**src/rtl/core/assert_macros.svh**
```systemverilog
// Assertion macros shared by the RTL files.
`ifndef ASSERT_MACROS_SVH
`define ASSERT_MACROS_SVH

// Property holds at every clock edge outside reset.
`define ASSERT_ALWAYS(label, clk, rst_n, prop, msg) \
  label: assert property (@(posedge clk) disable iff (!rst_n) (prop)) else $error(msg);

// Antecedent in a cycle implies consequent in the next.
`define ASSERT_NEXT(label, clk, rst_n, ante, cons, msg) \
  label: assert property (@(posedge clk) disable iff (!rst_n) (ante) |=> (cons)) \
    else $error(msg);

`endif

```
**src/rtl/core/hus_pkg.sv**
```systemverilog
// Shared types, codes and character constants of the URL splitter.
package hus_pkg;

  localparam logic [1:0] KIND_HOST    = 2'd0;
  localparam logic [1:0] KIND_PATH    = 2'd1;
  localparam logic [1:0] KIND_SUMMARY = 2'd2;

  localparam int unsigned MAX_RESULTS = 3;
  localparam int unsigned QUEUE_DEPTH = 4;
  localparam int unsigned LEVEL_W     = $clog2(QUEUE_DEPTH + 1);

  localparam logic [15:0] DEFAULT_PORT_RST = 16'd80;
  localparam logic [2:0]  PREFIX_LAST      = 3'd6;

  localparam logic [7:0] CH_NUL   = 8'h00;
  localparam logic [7:0] CH_TAB   = 8'h09;
  localparam logic [7:0] CH_LF    = 8'h0A;
  localparam logic [7:0] CH_CR    = 8'h0D;
  localparam logic [7:0] CH_SPACE = 8'h20;
  localparam logic [7:0] CH_PLUS  = 8'h2B;
  localparam logic [7:0] CH_MINUS = 8'h2D;
  localparam logic [7:0] CH_SLASH = 8'h2F;
  localparam logic [7:0] CH_ZERO  = 8'h30;
  localparam logic [7:0] CH_NINE  = 8'h39;
  localparam logic [7:0] CH_COLON = 8'h3A;
  localparam logic [7:0] CH_UPPER_A = 8'h41;
  localparam logic [7:0] CH_UPPER_Z = 8'h5A;

  typedef struct packed {
    logic [1:0]         kind;
    logic [7:0]         data;
    logic signed [31:0] port;
    logic               ok;
    logic               last;
  } result_t;

  typedef struct packed {
    logic [1:0]                    count;
    result_t [MAX_RESULTS-1:0]     res;
  } push_t;

  // Expected lower-case character of the scheme at each position.
  function automatic logic [7:0] scheme_char(input logic [2:0] pos);
    logic [7:0] ch;
    unique case (pos)
      3'd0: ch = 8'h68;
      3'd1: ch = 8'h74;
      3'd2: ch = 8'h74;
      3'd3: ch = 8'h70;
      3'd4: ch = CH_COLON;
      3'd5: ch = CH_SLASH;
      3'd6: ch = CH_SLASH;
      default: ch = 8'hFF;
    endcase
    return ch;
  endfunction

endpackage

```
**src/rtl/core/http_url_splitter.sv**
```systemverilog
// Top level of the URL splitter: input handshake, parser and result bank.
// Each result is written into the registered result bank when its url byte is accepted.
// Throughput: one byte per cycle while each byte yields one result and out_stall is low; a byte with
// several results (end of url) holds input until the result bank drains to one.
// Output rate is one result per cycle while out_stall is low, set by the single head slot of the bank.
// Reset (rst_n low, synchronous): parse state cleared, bank emptied, port 80.
`include "assert_macros.svh"

module http_url_splitter (
  input  logic               clk,
  input  logic               rst_n,
  input  logic               in_valid,
  output logic               in_stall,
  input  logic [7:0]         in_url_byte,
  input  logic               in_url_end,
  output logic               out_valid,
  input  logic               out_stall,
  output logic [1:0]         out_item_kind,
  output logic [7:0]         out_out_byte,
  output logic signed [31:0] out_port_value,
  output logic               out_scheme_ok,
  output logic               out_run_last,
  input  logic               cfg_wr_en,
  input  logic [15:0]        cfg_wr_data
);

  logic                        in_acc;
  logic                        out_acc;
  hus_pkg::push_t              push;
  hus_pkg::result_t            head;
  logic [hus_pkg::LEVEL_W-1:0] level;

  // Room for a full three-result burst after at most one waiting result
  assign in_stall = level > hus_pkg::LEVEL_W'(1);
  assign in_acc   = in_valid && !in_stall;
  assign out_valid = level != '0;
  assign out_acc  = out_valid && !out_stall;

  hus_parser u_parser (
    .clk         (clk),
    .rst_n       (rst_n),
    .step        (in_acc),
    .url_byte    (in_url_byte),
    .url_end     (in_url_end),
    .cfg_wr_en   (cfg_wr_en),
    .cfg_wr_data (cfg_wr_data),
    .push        (push)
  );

  hus_outq u_outq (
    .clk   (clk),
    .rst_n (rst_n),
    .push  (push),
    .pop   (out_acc),
    .head  (head),
    .level (level)
  );

  assign out_item_kind  = head.kind;
  assign out_out_byte   = head.data;
  assign out_port_value = head.port;
  assign out_scheme_ok  = head.ok;
  assign out_run_last   = head.last;

  `ASSERT_ALWAYS(a_level_bound, clk, rst_n, level <= hus_pkg::LEVEL_W'(hus_pkg::QUEUE_DEPTH), "result bank overflow")
  `ASSERT_ALWAYS(a_last_is_summary, clk, rst_n, !out_valid || (out_run_last == (out_item_kind == hus_pkg::KIND_SUMMARY)), "run_last not on summary")
  `ASSERT_ALWAYS(a_end_pushes, clk, rst_n, !(in_acc && in_url_end) || push.count != 2'd0, "url end without summary")
  `ASSERT_NEXT(a_level_track, clk, rst_n, 1'b1, level == $past(level) - hus_pkg::LEVEL_W'($past(out_acc)) + hus_pkg::LEVEL_W'($past(push.count)), "bank level mismatch")

endmodule

```
**src/rtl/core/hus_parser.sv**
```systemverilog
// Parse state machine: one url byte per step, emits up to three results.
module hus_parser (
  input  logic              clk,
  input  logic              rst_n,
  input  logic              step,
  input  logic [7:0]        url_byte,
  input  logic              url_end,
  input  logic              cfg_wr_en,
  input  logic [15:0]       cfg_wr_data,
  output hus_pkg::push_t    push
);

  typedef enum logic [2:0] {
    PH_PREFIX,
    PH_HOST,
    PH_GAP,
    PH_PORT_WS,
    PH_PORT_NUM,
    PH_PATH,
    PH_HALT
  } phase_t;

  phase_t             phase_r, phase_nxt;
  logic [2:0]         prefix_pos_r, prefix_pos_nxt;
  logic               prefix_failed_r, prefix_failed_nxt;
  logic signed [31:0] port_accum_r, port_accum_nxt;
  logic               port_negative_r, port_negative_nxt;
  logic               port_given_r, port_given_nxt;
  logic               path_seen_r, path_seen_nxt;
  logic [15:0]        default_port_r;

  always_comb begin
    phase_t             ph;
    logic               failed;
    logic [2:0]         pos;
    logic signed [31:0] acc;
    logic               neg;
    logic               given;
    logic               path;
    logic [7:0]         c;
    logic [7:0]         low;
    logic               is_ws;
    logic               is_digit;
    logic [31:0]        times10;
    logic [31:0]        digit;
    logic               body_en;
    hus_pkg::result_t   body;
    hus_pkg::result_t   slash;
    hus_pkg::result_t   summ;
    logic               ok;
    logic [1:0]         n;

    c        = url_byte;
    ph       = phase_r;
    failed   = prefix_failed_r;
    pos      = prefix_pos_r;
    acc      = port_accum_r;
    neg      = port_negative_r;
    given    = port_given_r;
    path     = path_seen_r;
    low      = (c >= hus_pkg::CH_UPPER_A && c <= hus_pkg::CH_UPPER_Z) ? (c | 8'h20) : c;
    is_ws    = (c == hus_pkg::CH_SPACE) || (c >= hus_pkg::CH_TAB && c <= hus_pkg::CH_CR);
    is_digit = (c >= hus_pkg::CH_ZERO) && (c <= hus_pkg::CH_NINE);
    times10  = (port_accum_r <<< 3) + (port_accum_r <<< 1);
    digit    = {28'd0, c[3:0]};
    body_en  = 1'b0;
    body     = '{kind: hus_pkg::KIND_HOST, data: c, port: '0, ok: 1'b1, last: 1'b0};

    // A zero byte ends the url text
    if (c == hus_pkg::CH_NUL && ph != PH_HALT) begin
      if (ph == PH_PREFIX) failed = 1'b1;
      ph = PH_HALT;
    end

    unique case (ph)
      PH_PREFIX: begin
        if (low != hus_pkg::scheme_char(pos)) begin
          failed = 1'b1;
          ph     = PH_HALT;
        end else if (pos == hus_pkg::PREFIX_LAST) begin
          ph = PH_HOST;
        end else begin
          pos = pos + 3'd1;
        end
      end
      PH_HOST: begin
        if (c == hus_pkg::CH_COLON) begin
          given = 1'b1;
          ph    = PH_PORT_WS;
        end else if (c == hus_pkg::CH_SLASH) begin
          path      = 1'b1;
          ph        = PH_PATH;
          body_en   = 1'b1;
          body.kind = hus_pkg::KIND_PATH;
        end else if (c == hus_pkg::CH_SPACE || c == hus_pkg::CH_CR || c == hus_pkg::CH_LF) begin
          ph = PH_GAP;
        end else begin
          body_en = 1'b1;
        end
      end
      PH_GAP, PH_PORT_WS, PH_PORT_NUM: begin
        if (c == hus_pkg::CH_SLASH) begin
          path      = 1'b1;
          ph        = PH_PATH;
          body_en   = 1'b1;
          body.kind = hus_pkg::KIND_PATH;
        end else if (ph == PH_PORT_WS && is_ws) begin
          ph = PH_PORT_WS;
        end else if (ph == PH_PORT_WS && (c == hus_pkg::CH_PLUS || c == hus_pkg::CH_MINUS)) begin
          neg = (c == hus_pkg::CH_MINUS);
          ph  = PH_PORT_NUM;
        end else if (ph != PH_GAP && is_digit) begin
          // keep the signed value: -(10a + d) == 10(-a) - d modulo 2^32
          acc = neg ? $signed(times10 - digit) : $signed(times10 + digit);
          ph  = PH_PORT_NUM;
        end else begin
          ph = PH_GAP;
        end
      end
      PH_PATH: begin
        body_en   = 1'b1;
        body.kind = hus_pkg::KIND_PATH;
      end
      PH_HALT: begin
        ph = PH_HALT;
      end
      default: begin
        ph = PH_HALT;
      end
    endcase

    ok    = !failed && ph != PH_PREFIX;
    slash = '{kind: hus_pkg::KIND_PATH, data: hus_pkg::CH_SLASH, port: '0, ok: 1'b1,
              last: 1'b0};
    summ  = '{kind: hus_pkg::KIND_SUMMARY, data: 8'd0, port: '0, ok: ok, last: 1'b1};
    if (ok) summ.port = given ? acc : $signed({16'd0, default_port_r});

    push.res = '{default: summ};
    n        = 2'd0;
    if (body_en) begin
      push.res[n] = body;
      n           = n + 2'd1;
    end
    if (url_end) begin
      if (ok && !path) begin
        push.res[n] = slash;
        n           = n + 2'd1;
      end
      push.res[n] = summ;
      n           = n + 2'd1;
    end
    push.count = step ? n : 2'd0;

    phase_nxt         = ph;
    prefix_pos_nxt    = pos;
    prefix_failed_nxt = failed;
    port_accum_nxt    = acc;
    port_negative_nxt = neg;
    port_given_nxt    = given;
    path_seen_nxt     = path;
    // Clear the run after the summary
    if (url_end) begin
      phase_nxt         = PH_PREFIX;
      prefix_pos_nxt    = '0;
      prefix_failed_nxt = 1'b0;
      port_accum_nxt    = '0;
      port_negative_nxt = 1'b0;
      port_given_nxt    = 1'b0;
      path_seen_nxt     = 1'b0;
    end
  end

  always_ff @(posedge clk) begin
    if (!rst_n) begin
      phase_r         <= PH_PREFIX;
      prefix_pos_r    <= '0;
      prefix_failed_r <= 1'b0;
      port_accum_r    <= '0;
      port_negative_r <= 1'b0;
      port_given_r    <= 1'b0;
      path_seen_r     <= 1'b0;
      default_port_r  <= hus_pkg::DEFAULT_PORT_RST;
    end else begin
      if (step) begin
        phase_r         <= phase_nxt;
        prefix_pos_r    <= prefix_pos_nxt;
        prefix_failed_r <= prefix_failed_nxt;
        port_accum_r    <= port_accum_nxt;
        port_negative_r <= port_negative_nxt;
        port_given_r    <= port_given_nxt;
        path_seen_r     <= path_seen_nxt;
      end
      if (cfg_wr_en) default_port_r <= cfg_wr_data;
    end
  end

endmodule

```
**src/rtl/core/hus_outq.sv**
```systemverilog
// Result register bank: takes up to three results, hands out one per cycle while pop is high.
module hus_outq (
  input  logic                         clk,
  input  logic                         rst_n,
  input  hus_pkg::push_t               push,
  input  logic                         pop,
  output hus_pkg::result_t             head,
  output logic [hus_pkg::LEVEL_W-1:0]  level
);

  hus_pkg::result_t [hus_pkg::QUEUE_DEPTH-1:0] slot_r, slot_nxt;
  logic [hus_pkg::LEVEL_W-1:0]                  level_r, level_nxt;

  always_comb begin
    logic [hus_pkg::LEVEL_W-1:0] base;
    logic [hus_pkg::LEVEL_W-1:0] k;
    base     = level_r - {{(hus_pkg::LEVEL_W-1){1'b0}}, pop};
    slot_nxt = slot_r;
    for (int i = 0; i < hus_pkg::QUEUE_DEPTH; i++) begin
      k = hus_pkg::LEVEL_W'(i) - base;
      if (hus_pkg::LEVEL_W'(i) < base) begin
        // shift down behind the item leaving at the head
        if (pop && i < hus_pkg::QUEUE_DEPTH - 1) slot_nxt[i] = slot_r[i+1];
      end else if (k < hus_pkg::LEVEL_W'(push.count)) begin
        slot_nxt[i] = push.res[k[1:0]];
      end
    end
    level_nxt = base + hus_pkg::LEVEL_W'(push.count);
  end

  always_ff @(posedge clk) begin
    if (!rst_n) begin
      level_r <= '0;
    end else begin
      level_r <= level_nxt;
    end
  end

  always_ff @(posedge clk) begin
    slot_r <= slot_nxt;
  end

  assign head  = slot_r[0];
  assign level = level_r;

endmodule
```
**config.mk**
```make
export PLATFORM = sky130hd
export DESIGN_NAME = http_url_splitter
export DESIGN_NICKNAME = d
export VERILOG_FILES = /design/src/rtl/core/hus_pkg.sv /design/src/rtl/core/http_url_splitter.sv /design/src/rtl/core/hus_parser.sv /design/src/rtl/core/hus_outq.sv
export VERILOG_INCLUDE_DIRS = /design/src /design/src/rtl/core
export SDC_FILE = /design/constraint.sdc
export NUM_CORES = 1
export LEC_CHECK = 0
export CORE_MARGIN = 10
export CORE_UTILIZATION = 45
export DETAILED_ROUTE_END_ITERATION = 10
export DONT_BUFFER_PORTS = 1
export GPL_TIMING_DRIVEN = 1
export SLEW_MARGIN = 0
export SYNTH_ARGS = -nofsm -noshare
export SYNTH_HDL_FRONTEND = slang
export SYNTH_SLANG_ARGS = --single-unit
```
**constraint.sdc**
```tcl
create_clock -name clk -period 11.4 [get_ports clk]
set_input_delay 2.85 -clock clk [delete_from_list [all_inputs] [get_ports clk]]
set_output_delay 2.85 -clock clk [all_outputs]
set_load 0.03 [all_outputs]
```
==> After elaboration in Yosys (flattened, before gate mapping) <==
Index checks and enable logic that the tools add are counted.
{ "totals": {"mem_bits_ro": 0, "reg_bits": 237, "latchBits": 0, "memories": 0, "ram_bits": 0, "word_cells": 222} }
{ "op_classes": {"n_div": 0, "bitwise_logic": 4, "reduce_logical": 42, "n_shift": 0, "n_eq_ne": 28, "mux": 84, "mul": 0, "addsub": 12, "n_lt_le_gt_ge": 23} }
{ "op_table": {"columns": ["cell", "count"], "rows": [
  ["2-to-1 mux 44 bit", 16],
  ["2-to-1 mux 132 bit", 3],
  ["binary-select mux 44 bit (select 2 bit)", 4],
  ["2-to-1 mux 32 bit", 9],
  ["demux 44 bit (select 2 bit)", 2],
  ["bitwise mux 132 bit", 1],
  ["bitwise AND 111 bit", 1],
  ["inverter 111 bit", 1],
  ["2-to-1 mux 3 bit", 15],
  ["== test 8 x 6 -> 1 bit, second input constant", 5],
  ["one-hot mux 8 bit (5 select lines)", 1],
  ["adder 32 bit", 1],
  ["adder 32 x 4 -> 32 bit", 1],
  ["subtractor 32 x 4 -> 32 bit", 1],
  ["2-to-1 mux 1 bit", 22],
  ["bitwise OR 15 x 21 -> 21 bit", 1],
  ["== test 8 x 4 -> 1 bit, second input constant", 2],
  ["== test 3 bit, second input constant", 5],
  ["less-than comparator 2 x 3 -> 1 bit, second input constant", 5],
  ["logical AND 1 bit", 13],
  ["== test 3 x 2 -> 1 bit, second input constant", 4],
  ["less-than comparator 3 x 2 -> 1 bit", 4],
  ["one-hot mux 3 bit (4 select lines)", 1],
  ["nonzero test 2 bit", 6],
  ["other kinds (42)", 69]
]} }

==> Logic depth before layout (Yosys ltp) <==
{ "depth": {"depth_word": 25, "depth_mapped": 18, "depth_no_buf": 17} }

==> Modules after synthesis <==
Synthesis repeated with hierarchy kept, for this count alone.
{ "unflattened": {"cells_unflattened": 1816, "area_unflattened_um2": 17718.2} }
{ "modules_own_cells": {"columns": ["mod", "cells_each", "instances", "area_each_um2"], "rows": [
  ["hus_outq", 760, 1, 10267.3],
  ["hus_parser", 1051, 1, 7412.1],
  ["http_url_splitter", 5, 1, 38.8]
]} }

==> Least setup slack after synthesis <==
OpenSTA, ideal clock, no wires.
{ "synth_timing": {"path_type": "input to register", "from": "input port in_url_byte[6]", "to": "register u_outq.slot_r[100] (netlist name), enable pin", "arrival_time_ns": 9.787, "t_required_ns": 10.837, "cell_stages": 13, "path_slack_ns": 1.050, "path_buffers": 1, "cell_sequence": "buf_2 -> nor2b_1 -> a31oi_1 -> a2111oi_0 -> and4b_1 -> nor2_1 -> or3_1 -> ha_1 -> inv_1 -> nand3_1 -> ha_1 -> nor2b_1 -> o41ai_1"} }
{ "synth_via": {"elab_chain_cells": 21, "elab_cells_between_ends": 72, "classes_between": "add/sub (2); order compare (7); eq/ne (14); mux (28); reduce/logical (21)"} }
{ "synth_rtl": {"columns": ["element", "line", "source"], "rows": [
  ["start: declaration", "http_url_splitter.sv:14", "input logic [7:0] in_url_byte,"],
  ["parallel branches: the longest is 16 deep, another holds >= comparator 8 x 6 -> 1 bit", null, null],
  ["2-to-1 mux 2 bit *", "hus_parser.sv:144", "if (url_end) begin"],
  ["2-to-1 mux 2 bit *", "hus_parser.sv:152", "push.count = step ? n : 2'd0;"],
  ["less-than comparator 3 x 2 -> 1 bit *", "hus_outq.sv:24", "end else if (k < hus_pkg::LEVEL_W'(push.count)) begin"],
  ["nonzero test 2 bit (no source line) *", null, null],
  ["AND reduction 2 bit (no source line) *", null, null],
  ["end signal: assignment", "hus_outq.sv:40", "slot_r <= slot_nxt;"],
  ["end: declaration", "hus_outq.sv:11", "hus_pkg::result_t [hus_pkg::QUEUE_DEPTH-1:0] slot_r, slot_nxt;"]
]} }
Mark *: on every way between the ends. The select of a mux whose other input is x is not followed.
A chain may end at the register's enable or synchronous reset.

==> reports/metrics.sh <==
SYN_AREA_PER_CELL_SQ_UM=9.59
CTS.SINK_COUNT=233
POST-DP-HPWL_UM=27900
ROUTE.ANTENNA.REMAINING_NETS=0
TIMING.FMAX_MHz=155
WORST_HOLD_PATH_TYPE='reg -> reg'
NUMBER_OF_ANTENNA_VIOLATIONS_AT_THE_FIRST_CHECK_IN_GLOBAL_ROUTING=0
GROUTE.USAGE.OVERALL_PCT=18.4
WORSTPATHARRIVAL_NS=6.69
SYNTH_TOP_FLOP_CELL='sky130_fd_sc_hd__edfxtp_1'
STD_CELL_ROWS=65
DETAILEDROUTE.FIRSTITERATIONVIOLATIONS=931
CTS-ROOT-BUF='sky130_fd_sc_hd__clkbuf_16'
SYN-CELL-AREA_SQ_MM=0.0145
LAYOUT_COMMONEST_CELL='sky130_fd_sc_hd__nand2_1'
SYNTH-EDFF-COUNT=172
SYN_TO_FINAL_GROWTH_PCT=6.32
MAX-VDD-IR-DROP_V=0.000249
ENDPOINT_KIND='flop'
CTS_INSERTED_BUFFERS=27
CRITPATHKIND='in -> reg'
SETUP.WORST_PATH.START_CLASS='input pin'
RSZ_0062_RAISED_AFTER_GLOBAL_ROUTING='no'
FIRST_PASS_ITERS=5
MAXSLEWVIOLCOUNT=0
DIE_HEIGHT_UM=199
SYNTH_ASYNC_SR_FLOP_SHARE_PCT=0
TOTALNEGATIVESETUPSLACK_NS=0
FF_LATCH_COUNT_SYNTH=233
CTS.CLK_SLEW.WORST_PATHS_NS=0.06
OUTCOME='completed'
TIMING.HOLD.WS_NS=0.454
FINALSETUPVIOLATIONS=0
GRT_REMAINING_OVERFLOW=0
GRT_FIRST_PASS_WIRELENGTH_UM=58700
CTS_STAGE_HOLD_BUFFER_COUNT=0
POSTSYNTHCELLCOUNT=1508
TIMING.CRITICAL_PATH.FANOUT_MAX=16
TOTAL_LEAKAGE_POWER_nW=5.50
SLEW_HEADROOM_PCT=30.3
CTS_POST_SETUP_BUFFERS_INSERTED=0
POST-ROUTE-PERIOD-UTIL_PCT=56.5
DIEWIDTH_UM=199
LAYOUT-DRIVE-GT1-SHARE_PCT=8.93
DRT-TOTAL-WL_UM=36900
FIRST_GLOBAL_VIAS=10124
FLOORPLAN.DIE_AREA_SQ_MM=0.0397
SYNTH_NETS=1596
FINAL_PERIOD_MINUS_WORST_SETUP_SLACK_NS=6.44
COUNT_OF_INPUT_AND_OUTPUT_BUFFERS=0
CTS_TREE='built'
ROUTED-VIA-COUNT=10862
ROUTE.DETAILED.WL_PER_INST_UM=19.9
SYNTH.DISTINCT_CELLS=104
POWER.DENSITY_CELL_AREA_mW_PER_MM2=285
MAX_CAP_VIOLATIONS=0
GRT_START_MAX_NET_PINS=54
IOS=76
YS_SEQ_AREA_SHARE_PCT=44.1
SKEW_NS=0.0190
HTREEDEPTH=1
FINALNETCOUNT=1522
WORST_PIN_SLEW_NS=1.04
ROUTE.DETAILED.VIAS_PER_INST=5.85
EFFECTIVE_UTILIZATION_AT_FLOORPLAN_PCT=45.7
GP_ROUTABILITY_CONGESTION=0.892
FINAL_CELL_MIX='177 x sky130_fd_sc_hd__nand2_1, 172 x sky130_fd_sc_hd__edfxtp_1, 125 x sky130_fd_sc_hd__nor2_1'
CTS_RESIZED=0
YS_WARN_COUNT=0
HOLD_VIOL_FINAL=0
CORE_AREA_SQ_MM=0.0316
CLOCK_PATH_BUFFERS=3
POST_ROUTE_DRC_VIOLATION_COUNT=0
CLOCK_INSERTION_DELAY_WORST_SKEW_NS=0.55
WORST_EP_REQUIRED_TIME_NS=11.64
[metal layers]
layer / vias up / share of wire [%] / GRT usage [%]
met1: 5134 / 51 / 28.0
met5: - / 0 / 0
met4: 0 / 1.3 / 3.59
li1: 5394 / - / -
met3: 38 / 5.7 / 2.30
met2: 296 / 42 / 27.4
[cells in the mapped netlist (14+ instances only)]
cell type | instances | area (sq um)
sky130_fd_sc_hd__ha_1 | 54 | 676
sky130_fd_sc_hd__xor2_1 | 25 | 219
sky130_fd_sc_hd__inv_1 | 41 | 154
sky130_fd_sc_hd__a21oi_1 | 64 | 320
sky130_fd_sc_hd__nor2b_1 | 41 | 257
sky130_fd_sc_hd__buf_4 | 44 | 330
sky130_fd_sc_hd__nor3_1 | 36 | 180
sky130_fd_sc_hd__o21ai_0 | 97 | 485
sky130_fd_sc_hd__nand3_1 | 22 | 110
sky130_fd_sc_hd__and2_1 | 28 | 175
sky130_fd_sc_hd__o21ai_1 | 37 | 185
sky130_fd_sc_hd__dfxtp_1 | 61 | 1220
sky130_fd_sc_hd__clkbuf_1 | 49 | 184
sky130_fd_sc_hd__a22oi_1 | 23 | 173
sky130_fd_sc_hd__buf_2 | 18 | 90.1
sky130_fd_sc_hd__nor2_1 | 125 | 469
sky130_fd_sc_hd__nand4_1 | 16 | 100
sky130_fd_sc_hd__o2bb2ai_1 | 37 | 324
sky130_fd_sc_hd__mux2i_1 | 36 | 360
sky130_fd_sc_hd__or3_1 | 14 | 87.6
sky130_fd_sc_hd__o31ai_1 | 17 | 128
sky130_fd_sc_hd__nand2_1 | 177 | 664
sky130_fd_sc_hd__edfxtp_1 | 172 | 5160
sky130_fd_sc_hd__a22o_1 | 19 | 166
sky130_fd_sc_hd__a21o_1 | 15 | 113
sky130_fd_sc_hd__xnor2_1 | 26 | 228
[path summary, 6_finish.rpt]
| path | start | to | slack (ns) | cells after the start |
|---|---|---|---|---|
| setup / recovery | in_url_byte[0] | u_outq.slot_r[90] | 4.96 | 10 |
| hold / removal | u_parser.port_accum_r[31] | u_parser.port_accum_r[31] | 0.45 | 2 |
| setup reg to reg | u_parser.prefix_pos_r[2] | u_outq.slot_r[90] | 6.10 | 13 |
| hold reg to reg | u_parser.port_accum_r[31] | u_parser.port_accum_r[31] | 0.45 | 2 |
[metrics by stage]
stage	area [sq um]	power [mW]	setup slack (ns)	std cells	util, %
2_1_floorplan	14500	3.20	1.05	1508	-
3_3_place_gp	14500	3.51	4.49	1807	45.7
3_5_place_dp	14500	3.54	4.42	1807	45.7
4_1_cts	15400	4.42	4.99	1857	48.6
5_1_grt	15400	4.68	4.58	1857	48.6
6_report	15400	4.39	4.96	1858	48.6
[worst max-delay path: stages]
cell,delay (ns)
sky130_fd_sc_hd__nor2_1,0.21
sky130_fd_sc_hd__nand2_1,0.10
sky130_fd_sc_hd__a2111oi_0,0.47
sky130_fd_sc_hd__o21ai_0,0.25
sky130_fd_sc_hd__o311ai_2,0.65
sky130_fd_sc_hd__ha_1,0.35
sky130_fd_sc_hd__or4_1,0.56
sky130_fd_sc_hd__o221ai_1,0.67
sky130_fd_sc_hd__or2_1,0.42
sky130_fd_sc_hd__o21ai_0,0.15
[flip-flops by register name, summed over array words and instances (netlist names)]
signal / count
u_outq.slot_r: 129
u_outq.head: 43
u_parser.port_accum_r: 32
u_parser.default_port_r: 16
u_outq.level: 3
u_parser.phase_r: 3
u_parser.prefix_pos_r: 3
u_parser.path_seen_r: 1
u_parser.port_given_r: 1
u_parser.port_negative_r: 1
u_parser.prefix_failed_r: 1
[cells by family (layout without fill, tap and decap cells)]
kind of cell / after synthesis / after routing / synth area share (%)
AO/OA/AOI/OAI: 428 / 428 / 20.4
XOR/XNOR: 55 / 55 / 3.54
adder cells (fa/ha/maj): 58 / 58 / 5.22
buffers and inverters: 160 / 107 / 5.63
flip-flops: 233 / 233 / 44.1
multiplexers: 37 / 37 / 2.57
other: 0 / 1 / 0
AND/OR/NAND/NOR: 537 / 537 / 18.5
[where the power goes]
group          total [mW]  switching, mW  internal, mW
clock network       0.878          0.369         0.509
logic                1.66           1.17         0.489
registers            1.85          0.268          1.58
total                4.39           1.81          2.58
[layout make-up]
class                   count  area, sq um
fillers                  2930        16300
multi-input cells        1115         7310
flip-flops and latches    233         6390
clock buffers              27          676
well taps                 402          503
clock inverters            23          233
inverters                  42          158
repair buffers             15          113
diodes                      1         2.50
No activity file was read; power rests on OpenSTA's default activity.
